`src/rtl/sdhct_pkg.sv`:
```
// Shared types and codes for the SD host completion tracker.
package sdhct_pkg;

  localparam logic [1:0] MODE_START  = 2'd0;
  localparam logic [1:0] MODE_STATUS = 2'd1;
  localparam logic [1:0] MODE_DMA    = 2'd2;

  localparam logic [2:0] AW_NONE = 3'd0;
  localparam logic [2:0] AW_SENT = 3'd1;
  localparam logic [2:0] AW_RSP  = 3'd2;
  localparam logic [2:0] AW_XFER = 3'd3;
  localparam logic [2:0] AW_BOTH = 3'd4;

  localparam logic [1:0] CMD_ERR_NONE    = 2'd0;
  localparam logic [1:0] CMD_ERR_TIMEOUT = 2'd1;
  localparam logic [1:0] CMD_ERR_CRC     = 2'd2;

  localparam logic [2:0] DATA_ERR_NONE    = 3'd0;
  localparam logic [2:0] DATA_ERR_FIFO    = 3'd1;
  localparam logic [2:0] DATA_ERR_CRC     = 3'd2;
  localparam logic [2:0] DATA_ERR_TIMEOUT = 3'd3;
  localparam logic [2:0] DATA_ERR_DMA     = 3'd4;

  localparam int CS_TIMEOUT  = 0;
  localparam int CS_SENT     = 1;
  localparam int CS_RSP_CRC  = 2;
  localparam int CS_RSP_DONE = 3;

  localparam int DS_FIFO    = 0;
  localparam int DS_RX_CRC  = 1;
  localparam int DS_TX_CRC  = 2;
  localparam int DS_TIMEOUT = 3;
  localparam int DS_FINISH  = 4;

  typedef struct packed {
    logic [1:0] mode;
    logic       wants_response;
    logic       response_crc;
    logic       has_data;
    logic       is_read;
    logic [3:0] cmd_status;
    logic [4:0] data_status;
    logic       dma_ok;
    logic       data_left;
  } req_t;

  typedef struct packed {
    logic       done_res;
    logic [1:0] cmd_error;
    logic [2:0] data_error;
    logic [3:0] cmd_ack_bits;
    logic [4:0] data_ack_bits;
    logic       irq_disable;
  } rsp_t;

  typedef struct packed {
    logic [2:0] awaited;
    logic       held;
    logic       need_crc;
    logic       data_phase;
    logic       reading;
    logic [1:0] cmd_err;
    logic [2:0] data_err;
    logic       dma_seen;
  } state_t;

endpackage

```
`src/rtl/sdhct_if.sv`:
```
// Valid/ready channel interfaces for request and result items.
interface sdhct_req_if;
  logic       valid;
  logic       ready;
  logic [1:0] mode;
  logic       wants_response;
  logic       response_crc;
  logic       has_data;
  logic       is_read;
  logic [3:0] cmd_status;
  logic [4:0] data_status;
  logic       dma_ok;
  logic       data_left;

  modport source (
    output valid, mode, wants_response, response_crc, has_data, is_read,
           cmd_status, data_status, dma_ok, data_left,
    input  ready
  );
  modport sink (
    input  valid, mode, wants_response, response_crc, has_data, is_read,
           cmd_status, data_status, dma_ok, data_left,
    output ready
  );
endinterface

interface sdhct_rsp_if;
  logic       valid;
  logic       ready;
  logic       done_res;
  logic [1:0] cmd_error;
  logic [2:0] data_error;
  logic [3:0] cmd_ack_bits;
  logic [4:0] data_ack_bits;
  logic       irq_disable;

  modport source (
    output valid, done_res, cmd_error, data_error, cmd_ack_bits, data_ack_bits,
           irq_disable,
    input  ready
  );
  modport sink (
    input  valid, done_res, cmd_error, data_error, cmd_ack_bits, data_ack_bits,
           irq_disable,
    output ready
  );
endinterface

```
`src/rtl/sdhct_logic.sv`:
```
// Next-state and result decode for one request item.
module sdhct_logic
  import sdhct_pkg::*;
(
  input  req_t   item,
  input  state_t st,
  output state_t st_next,
  output rsp_t   res
);

  logic       fin;
  logic       done;
  logic       irq;
  logic [3:0] cack;
  logic [4:0] dack;
  state_t     nxt;

  always_comb begin
    fin  = 1'b0;
    done = 1'b0;
    irq  = 1'b0;
    cack = '0;
    dack = '0;
    nxt  = st;
    case (item.mode)
      MODE_START: begin
        nxt.need_crc   = item.response_crc;
        nxt.data_phase = item.has_data;
        nxt.reading    = item.is_read;
        if (item.has_data) begin
          nxt.awaited = AW_BOTH;
        end else if (item.wants_response) begin
          nxt.awaited = AW_RSP;
        end else begin
          nxt.awaited = AW_SENT;
        end
        nxt.held     = 1'b1;
        nxt.dma_seen = 1'b0;
        nxt.cmd_err  = CMD_ERR_NONE;
        nxt.data_err = DATA_ERR_NONE;
        cack = '1;
        dack = '1;
      end
      MODE_STATUS: begin
        if (st.awaited == AW_NONE || !st.held) begin
          irq = 1'b1;
        end else begin
          if (item.cmd_status[CS_TIMEOUT]) begin
            nxt.cmd_err = CMD_ERR_TIMEOUT;
            fin = 1'b1;
          end
          if (!fin && item.cmd_status[CS_SENT]) begin
            if (nxt.awaited == AW_SENT) begin
              nxt.cmd_err = CMD_ERR_NONE;
              fin = 1'b1;
            end else begin
              cack[CS_SENT] = 1'b1;
            end
          end
          if (!fin && item.cmd_status[CS_RSP_CRC]) begin
            if (nxt.need_crc) begin
              nxt.cmd_err = CMD_ERR_CRC;
              fin = 1'b1;
            end else begin
              cack[CS_RSP_CRC] = 1'b1;
            end
          end
          if (!fin && item.cmd_status[CS_RSP_DONE]) begin
            if (nxt.awaited == AW_RSP) begin
              nxt.cmd_err = CMD_ERR_NONE;
              fin = 1'b1;
            end else begin
              if (nxt.awaited == AW_BOTH) begin
                nxt.cmd_err = CMD_ERR_NONE;
                nxt.awaited = AW_XFER;
              end
              cack[CS_RSP_DONE] = 1'b1;
            end
          end
          if (!fin && item.data_status[DS_FIFO]) begin
            nxt.cmd_err  = CMD_ERR_NONE;
            nxt.data_err = DATA_ERR_FIFO;
            fin = 1'b1;
          end
          if (!fin && (item.data_status[DS_RX_CRC] || item.data_status[DS_TX_CRC])) begin
            nxt.cmd_err  = CMD_ERR_NONE;
            nxt.data_err = DATA_ERR_CRC;
            fin = 1'b1;
          end
          if (!fin && item.data_status[DS_TIMEOUT]) begin
            nxt.cmd_err  = CMD_ERR_NONE;
            nxt.data_err = DATA_ERR_TIMEOUT;
            fin = 1'b1;
          end
          if (!fin && item.data_status[DS_FINISH]) begin
            if (nxt.awaited == AW_XFER) begin
              nxt.cmd_err  = CMD_ERR_NONE;
              nxt.data_err = DATA_ERR_NONE;
              fin = 1'b1;
            end else begin
              if (nxt.awaited == AW_BOTH) begin
                nxt.data_err = DATA_ERR_NONE;
                nxt.awaited  = AW_RSP;
              end
              dack[DS_FINISH] = 1'b1;
            end
          end
          if (fin) begin
            nxt.awaited = AW_NONE;
            if (!nxt.data_phase || nxt.dma_seen) begin
              nxt.held = 1'b0;
            end
            done = 1'b1;
            irq  = 1'b1;
            cack = '0;
            dack = '0;
          end
        end
      end
      MODE_DMA: begin
        if (st.held && st.data_phase) begin
          nxt.dma_seen = 1'b1;
          if (!item.dma_ok || (st.reading && item.data_left)) begin
            nxt.data_err = DATA_ERR_DMA;
            nxt.awaited  = AW_NONE;
            done = 1'b1;
            irq  = 1'b1;
          end
          if (nxt.awaited == AW_NONE) begin
            nxt.held = 1'b0;
          end
        end
      end
      default: begin
      end
    endcase
  end

  assign st_next           = nxt;
  assign res.done_res      = done;
  assign res.cmd_error     = nxt.cmd_err;
  assign res.data_error    = nxt.data_err;
  assign res.cmd_ack_bits  = cack;
  assign res.data_ack_bits = dack;
  assign res.irq_disable   = irq;

endmodule

```
`src/rtl/sdhct_out_reg.sv`:
```
// Result register driving the output channel.
module sdhct_out_reg
  import sdhct_pkg::*;
(
  input  logic            clk,
  input  logic            rst,
  input  logic            load,
  input  rsp_t            res,
  output logic            space,
  sdhct_rsp_if.source     rsp
);

  logic valid;
  rsp_t data;

  always_ff @(posedge clk) begin
    if (rst) begin
      valid <= 1'b0;
    end else if (load) begin
      valid <= 1'b1;
    end else if (rsp.ready) begin
      valid <= 1'b0;
    end
  end

  always_ff @(posedge clk) begin
    if (load) begin
      data <= res;
    end
  end

  assign space             = !valid || rsp.ready;
  assign rsp.valid         = valid;
  assign rsp.done_res      = data.done_res;
  assign rsp.cmd_error     = data.cmd_error;
  assign rsp.data_error    = data.data_error;
  assign rsp.cmd_ack_bits  = data.cmd_ack_bits;
  assign rsp.data_ack_bits = data.data_ack_bits;
  assign rsp.irq_disable   = data.irq_disable;

endmodule

```
`src/rtl/sd_host_completion_tracker_unit.sv`:
```
// Top level: SD host request completion tracker.
// An accepted item's result is in the output register in the cycle after acceptance.
// Throughput: one item per cycle while results are taken; the output register takes
// a new result in the cycle its current one is taken.
// Reset (rst, synchronous): tracker state cleared, nothing awaited, no result
// pending.
module sd_host_completion_tracker_unit
  import sdhct_pkg::*;
(
  input  logic        clk,
  input  logic        rst,
  sdhct_req_if.sink   req,
  sdhct_rsp_if.source rsp
);

  state_t st;
  state_t st_next;
  req_t   item;
  rsp_t   res;
  logic   space;
  logic   in_acc;

  assign item.mode           = req.mode;
  assign item.wants_response = req.wants_response;
  assign item.response_crc   = req.response_crc;
  assign item.has_data       = req.has_data;
  assign item.is_read        = req.is_read;
  assign item.cmd_status     = req.cmd_status;
  assign item.data_status    = req.data_status;
  assign item.dma_ok         = req.dma_ok;
  assign item.data_left      = req.data_left;

  assign req.ready = space;
  assign in_acc    = req.valid && space;

  sdhct_logic u_logic (
    .item    (item),
    .st      (st),
    .st_next (st_next),
    .res     (res)
  );

  always_ff @(posedge clk) begin
    if (rst) begin
      st <= '0;
    end else if (in_acc) begin
      st <= st_next;
    end
  end

  sdhct_out_reg u_out_reg (
    .clk   (clk),
    .rst   (rst),
    .load  (in_acc),
    .res   (res),
    .space (space),
    .rsp   (rsp)
  );

  a_accept_gives_result: assert property (@(posedge clk) disable iff (rst)
    in_acc |=> rsp.valid)
    else $error("accepted item produced no result");

  a_start_clears_all: assert property (@(posedge clk) disable iff (rst)
    in_acc && req.mode == MODE_START |=>
      rsp.cmd_ack_bits == 4'hF && rsp.data_ack_bits == 5'h1F && !rsp.done_res)
    else $error("start item result wrong");

  a_done_no_ack: assert property (@(posedge clk) disable iff (rst)
    rsp.valid && rsp.done_res |-> rsp.cmd_ack_bits == '0 && rsp.data_ack_bits == '0
      && rsp.irq_disable)
    else $error("closing result acknowledges status");

  a_unheld_idle: assert property (@(posedge clk) disable iff (rst)
    !st.held |-> st.awaited == AW_NONE)
    else $error("event awaited with no request held");

  a_reset_empty: assert property (@(posedge clk)
    rst |=> !rsp.valid)
    else $error("result pending after reset");

endmodule

```
`src/flat_wrapper.sv`:
```
// flat-port wrapper written by rule: the top's interface ports become plain ports
module sd_host_completion_tracker_unit_flat import sdhct_pkg::*;
  (clk, rst, req_valid, req_mode, req_wants_response, req_response_crc, req_has_data, req_is_read, req_cmd_status, req_data_status, req_dma_ok, req_data_left, req_ready, rsp_valid, rsp_done_res, rsp_cmd_error, rsp_data_error, rsp_cmd_ack_bits, rsp_data_ack_bits, rsp_irq_disable, rsp_ready);
  sdhct_req_if req_i ();
  sdhct_rsp_if rsp_i ();
  input  logic clk;
  input  logic rst;
  input wire logic [$bits(req_i.valid)-1:0] req_valid;
  input wire logic [$bits(req_i.mode)-1:0] req_mode;
  input wire logic [$bits(req_i.wants_response)-1:0] req_wants_response;
  input wire logic [$bits(req_i.response_crc)-1:0] req_response_crc;
  input wire logic [$bits(req_i.has_data)-1:0] req_has_data;
  input wire logic [$bits(req_i.is_read)-1:0] req_is_read;
  input wire logic [$bits(req_i.cmd_status)-1:0] req_cmd_status;
  input wire logic [$bits(req_i.data_status)-1:0] req_data_status;
  input wire logic [$bits(req_i.dma_ok)-1:0] req_dma_ok;
  input wire logic [$bits(req_i.data_left)-1:0] req_data_left;
  output wire logic [$bits(req_i.ready)-1:0] req_ready;
  output wire logic [$bits(rsp_i.valid)-1:0] rsp_valid;
  output wire logic [$bits(rsp_i.done_res)-1:0] rsp_done_res;
  output wire logic [$bits(rsp_i.cmd_error)-1:0] rsp_cmd_error;
  output wire logic [$bits(rsp_i.data_error)-1:0] rsp_data_error;
  output wire logic [$bits(rsp_i.cmd_ack_bits)-1:0] rsp_cmd_ack_bits;
  output wire logic [$bits(rsp_i.data_ack_bits)-1:0] rsp_data_ack_bits;
  output wire logic [$bits(rsp_i.irq_disable)-1:0] rsp_irq_disable;
  input wire logic [$bits(rsp_i.ready)-1:0] rsp_ready;
  assign req_i.valid = req_valid;
  assign req_i.mode = req_mode;
  assign req_i.wants_response = req_wants_response;
  assign req_i.response_crc = req_response_crc;
  assign req_i.has_data = req_has_data;
  assign req_i.is_read = req_is_read;
  assign req_i.cmd_status = req_cmd_status;
  assign req_i.data_status = req_data_status;
  assign req_i.dma_ok = req_dma_ok;
  assign req_i.data_left = req_data_left;
  assign req_ready = req_i.ready;
  assign rsp_valid = rsp_i.valid;
  assign rsp_done_res = rsp_i.done_res;
  assign rsp_cmd_error = rsp_i.cmd_error;
  assign rsp_data_error = rsp_i.data_error;
  assign rsp_cmd_ack_bits = rsp_i.cmd_ack_bits;
  assign rsp_data_ack_bits = rsp_i.data_ack_bits;
  assign rsp_irq_disable = rsp_i.irq_disable;
  assign rsp_i.ready = rsp_ready;
  sd_host_completion_tracker_unit u_core (.clk(clk), .rst(rst), .req(req_i), .rsp(rsp_i));
endmodule
```
`config.mk`:
```
export PLATFORM = sky130hd
export DESIGN_NAME = sd_host_completion_tracker_unit_flat
export DESIGN_NICKNAME = d
export VERILOG_FILES = /design/src/rtl/sdhct_pkg.sv /design/src/rtl/sdhct_if.sv /design/src/rtl/sdhct_logic.sv /design/src/rtl/sdhct_out_reg.sv /design/src/rtl/sd_host_completion_tracker_unit.sv /design/src/flat_wrapper.sv
export SDC_FILE = /design/constraint.sdc
export NUM_CORES = 1
export LEC_CHECK = 0
export ABC_AREA = 1
export ABC_CLOCK_PERIOD_IN_PS = 2330
export BUFFER_PORTS_ARGS = -buffer_cell sky130_fd_sc_hd__buf_2
export CORE_UTILIZATION = 53
export DETAILED_ROUTE_END_ITERATION = 16
export GPL_TIMING_DRIVEN = 0
export PLACE_DENSITY = 0.79
export SYNTH_ARGS = -nofsm -noshare
export SYNTH_HDL_FRONTEND = slang
export SYNTH_SLANG_ARGS = --single-unit
```
`constraint.sdc`:
```
create_clock -name clk -period 2.33 [get_ports clk]
set_input_delay 0.5825 -clock clk [delete_from_list [all_inputs] [get_ports clk]]
set_output_delay 0.5825 -clock clk [all_outputs]
set_load 0.01 [all_outputs]
```
# After elaboration in Yosys (flattened, before gate mapping)

Cells that the tools add are included.

Mux-type cells: 91
Reductions and logical operators: 36
Equality and inequality tests: 12

Operators by type and width:

| operator                                             | count |
|---|---|
| 2-to-1 mux 1 bit                                     | 45 |
| 2-to-1 mux 3 bit                                     | 15 |
| 2-to-1 mux 5 bit                                     | 7 |
| 2-to-1 mux 4 bit                                     | 6 |
| 2-to-1 mux 2 bit                                     | 10 |
| case mux 4 bit (3 select lines)                      | 1 |
| zero test 1 bit                                      | 11 |
| logical AND 1 bit                                    | 10 |
| != test 2 bit (second input constant)                | 5 |
| case mux 5 bit (2 select lines)                      | 1 |
| case mux 3 bit (3 select lines)                      | 1 |
| case mux 4 bit (2 select lines)                      | 1 |
| AND reduction 7 bit                                  | 1 |
| equality test 3 x 2 -> 1 bit (second input constant) | 2 |
| equality test 3 bit (second input constant)          | 2 |
| zero test 3 bit                                      | 2 |
| case mux 1 bit (2 select lines)                      | 3 |
| logical OR 1 bit                                     | 5 |
| case mux 2 bit (2 select lines)                      | 1 |
| AND reduction 4 bit                                  | 1 |
| nonzero test 2 bit                                   | 2 |
| equality test 3 x 1 -> 1 bit (second input constant) | 1 |
| AND reduction 3 bit                                  | 1 |
| nonzero test 3 bit                                   | 1 |
| 4 further kinds                                      | 4 |

Bits in registers: 30
Output and inout bits: 18
Logic and storage cells: 154

# Logic depth before layout (Yosys ltp)

Depth after elaboration: 42
Gate-level depth with buffers: 15

# Cells and area by module

From an unflattened synthesis, not the netlist that was laid out.

Cells, all modules: 284
Area total of the unflattened synthesis: 2070.7 µm²

By module, submodules not included:

| module                          | cells an instance | instances | area an instance (µm²) |
|---|---|---|---|
| sdhct_logic                     | 179               | 1         | 1006.0 |
| sd_host_completion_tracker_unit | 84                | 1         | 541.8 |
| sdhct_out_reg                   | 21                | 1         | 523.0 |

# Worst setup path before layout

Ideal clock, no wire load.

Kind: input to register
Start point: input rsp_ready
End point: register u_core.st[11] (netlist name)
Setup slack: 0.238 ns
Cell stages on the path: 8
Library setup time: 0.122 ns
Data arrival time: 1.970 ns
Data required time: 2.208 ns
Path buffers: 0
Cell sequence: inv_1 > nand2_1 > nand2_1 > clkinv_1 > nand4_1 > inv_1 > o21ai_0 > a21oi_1

Cells in the longest elaborated chain, start to end: 3

Ends and longest elaborated chain:

| what                                 | line                                  | source |
|---|---|---|
| start: declaration                   | flat_wrapper.sv:26                    | `input wire logic [$bits(rsp_i.ready)-1:0] rsp_ready;` |
| logical OR 1 bit                     | sdhct_out_reg.sv:32                   | `assign space = !valid \|\| rsp.ready;` |
| via req_ready                        | flat_wrapper.sv:18                    | `output wire logic [$bits(req_i.ready)-1:0] req_ready;` |
| logical AND 1 bit                    | sd_host_completion_tracker_unit.sv:34 | `assign in_acc = req.valid && space;` |
| via u_core.in_acc                    | sd_host_completion_tracker_unit.sv:21 | `logic in_acc;` |
| AND reduction 4 bit (no source line) | --                                    |  |

The timed path passes the listed nets, and every way through them passes these cells.
A chain may end at the register's enable or synchronous reset.

# Worst setup path in the final report

Start point: input rsp_ready
End point: register u_core.st[11] (netlist name)

Cells in the longest elaborated chain, start to end: 3

Ends and longest elaborated chain:

| what                                 | line |
|---|---|
| logical OR 1 bit                     | sdhct_out_reg.sv:32 |
| logical AND 1 bit                    | sd_host_completion_tracker_unit.sv:34 |
| via u_core.in_acc                    | sd_host_completion_tracker_unit.sv:21 |
| AND reduction 4 bit (no source line) | -- |

The timed path passes the listed nets, and every way through them passes these cells.

==> results.cfg <==
[drt]
vias = 1557
dr.pass1.iters = 10
avgViaCountPerCell = 5.225
wire_per_inst_um = 11.64
drtAntennaViolNets = 0
routed_wl_um = 3468
drtIter0Drc = 106
drc = 4

[placed_design]
placed_cells = 294
hpwl_um = 2743
pre_cts_slack_ns = -0.3123
place_congestion = 0.8560
port_buffers = 37

[layout]
drive_gt1_share_pct = 22.47
ff_latch_area_um2 = 640.6
final_nets = 293
fillers = 261
final_cells = 298
multi_input_area_um2 = 799.5
final_util_pct = 67.54
antennaDiodeCount = 0
area_growth_pct = 17.02

[grt]
grt_max_degree = 22
gr-total-overflow = 0
grt_pass1_vias = 1356
gr-usage-all-layers_pct = 22.85
antenna_found_initial = 0
grt_pass1_wl_um = 5844

[clock_tree]
post-cts-setup-buffer-count = 0
cts_resized = 0
cts.reportedPaths.clkPinSlew_ns = 0.14
clock_latency_ns = 0.33
htreeDepth = 1
cts-buffers-inserted = 3
cts_root_buf = clkbuf_4
clockBufferDepth = 2
clkSinkCount = 26
hold_buffers = 0
cts_tree = done

[logic_synthesis]
netlist_area_um2 = 1647
synth.top_cell.area_share_pct = 21.88
synthTopCellsByCount = 45 x nand2_1, 44 x inv_1, 22 x nor2_1
synth_compound_area_share_pct = 16.49
synth_ff_type = dfxtp_1
synth.most_common_cell = nand2_1
synth_seq_cells = 26
muxShareOfSynthArea_pct = 0
avgSynthCellArea_um2 = 7.286
ys_seq_area_share_pct = 38.91
yosys.area.top_type = edfxtp_1
synth-xor-area-share_pct = 0
async_flop_share_pct = 0
ys_warn_count = 0
synth_area_leaders = edfxtp_1 22%, dfxtp_1 17%, nand2_1 10%
syn_inst = 226
syn_nets = 251
synthAdderAreaFrac_pct = 3.040
synth_edf_count = 12
synth_cell_types = 31
synth_top_family_by_area = simple AND/OR/NAND/NOR gates
synthSimpleGateAreaFrac_pct = 29.03

[worst_setup_path]
critPathRequiredTime_ns = 2.56
cp.arrival_ns = 2.26
cp-start-kind = input port
worstPathMaxFanout = 21
crit_type = in -> reg
crit_path_end_kind = register

[timing]
finalMaxSlewViolations = 0
relSlewSlack_pct = 60.51
max_clock_freq_mhz = 490.5
hold_violations = 0
clock_skew_ns = 0.002506
holdWs_ns = 0.4758
min_period_over_period_pct = 87.51
min_period_ns = 2.039
tightest_slew_ns = 0.5846
setup_ws_ns = 0.2911
setup_viol_count_final = 0
rsz0062_at_grt = false

[die]
die_x_um = 57.74
start_util_pct = 57.72
die-height_um = 57.74
coreArea_um2 = 2853
io_pins = 39
rows = 19
dieArea_um2 = 3334

[power]
power_density_nw_per_um2 = 540.7
leakagePower_nw = 0.9233
vdd_ir_drop_max_mv = 0.5750

[min_path]
hold_class = reg -> reg

[status]
outcome = finished with violations
violations = design-rule violations

[run]
cap_violations = 0
## layout by cell type (no fill, tap or decap), types with 2 or more instances in the layout
| master | n |
|---|---|
| buf_2 | 37 |
| o211ai_1 | 4 |
| nor2_2 | 2 |
| dfxtp_1 | 14 |
| o21ai_0 | 17 |
| nor2_4 | 4 |
| nor2_1 | 22 |
| edfxtp_1 | 12 |
| clkbuf_4 | 3 |
| inv_1 | 44 |
| nand3_1 | 14 |
| nand2_1 | 45 |
| a21oi_1 | 17 |
| o21ai_1 | 2 |
| ha_1 | 4 |
| buf_4 | 4 |
| nand4_1 | 5 |
## state kept, by name, indices dropped and copies added (netlist names)
register / flops
u_core.u_out_reg.rsp.cmd_error: 2
u_core.u_out_reg.rsp.data_error: 3
u_core.u_out_reg.rsp.done_res: 1
u_core.u_out_reg.rsp.valid: 1
u_core.st: 13
u_core.u_out_reg.rsp.cmd_ack_bits: 4
u_core.u_out_reg.rsp.data_ack_bits: 1
u_core.u_out_reg.rsp.irq_disable: 1
## cell families after synthesis
kind of cell,after synthesis
flops,26
fa+ha+maj,4
simple gates,99
buf+inv,51
compound gates,46
## critical path, cell delays in order
cell and delay [ns]:
buf_2 0.09, inv_1 0.04, nand2_1 0.06, nand2_1 0.28, clkinvlp_4 0.46, nand4_1 0.43
inv_1 0.09, o21ai_0 0.15, a21oi_1 0.06
## cell type report
cell class	count	area share, %
Inverter	46	9.156
Sequential cell	26	33.25
Tap cell	31	2.013
Clock buffer	3	1.169
Multi-Input combinational cell	149	41.49
Clock inverter	1	1.558
Timing Repair Buffer	37	9.610
Buffer	5	1.753
## through the flow
stage | setup TNS (ns) | power (W) | instance area, um^2
CTS | 0 | 0.001051 | 1923
global route | 0 | 0.001096 | 1927
global placement | -0.9448 | 0.0007366 | 1871
detailed placement | -1.161 | 0.0007416 | 1871
finish | 0 | 0.001042 | 1927
floorplan | 0 | 0.0006716 | 1647
## final timing paths
path	startpoint	endpoint	slack, ns	cells past startpoint
max	rsp_ready	u_core.st[11]$_SDFFE_PP0P_	0.29	9
min	u_core.st[6]$_SDFFE_PP0P_	u_core.st[6]$_SDFFE_PP0P_	0.48	2
max reg2reg	u_core.u_out_reg.rsp.valid$_SDFFE_PP0P_	u_core.st[11]$_SDFFE_PP0P_	0.32	7
min reg2reg	u_core.st[6]$_SDFFE_PP0P_	u_core.st[6]$_SDFFE_PP0P_	0.48	2
## power by group
group	switching (W)	internal, W	leakage, nW
combinational	0.000130	0.0000776	0.660
sequential	0.0000158	0.000509	0.236
clock	0.000135	0.000174	0.0279
## routing by layer
layer  GRT usage, %  share of wire, %  vias up
li1               -                 -      814
met4          6.122               1.0        0
met1          30.48                48      693
met3          4.464               5.0        5
met2          38.21                46       45
met5              0                 0        -
No activity file was read; power rests on OpenSTA's default activity.
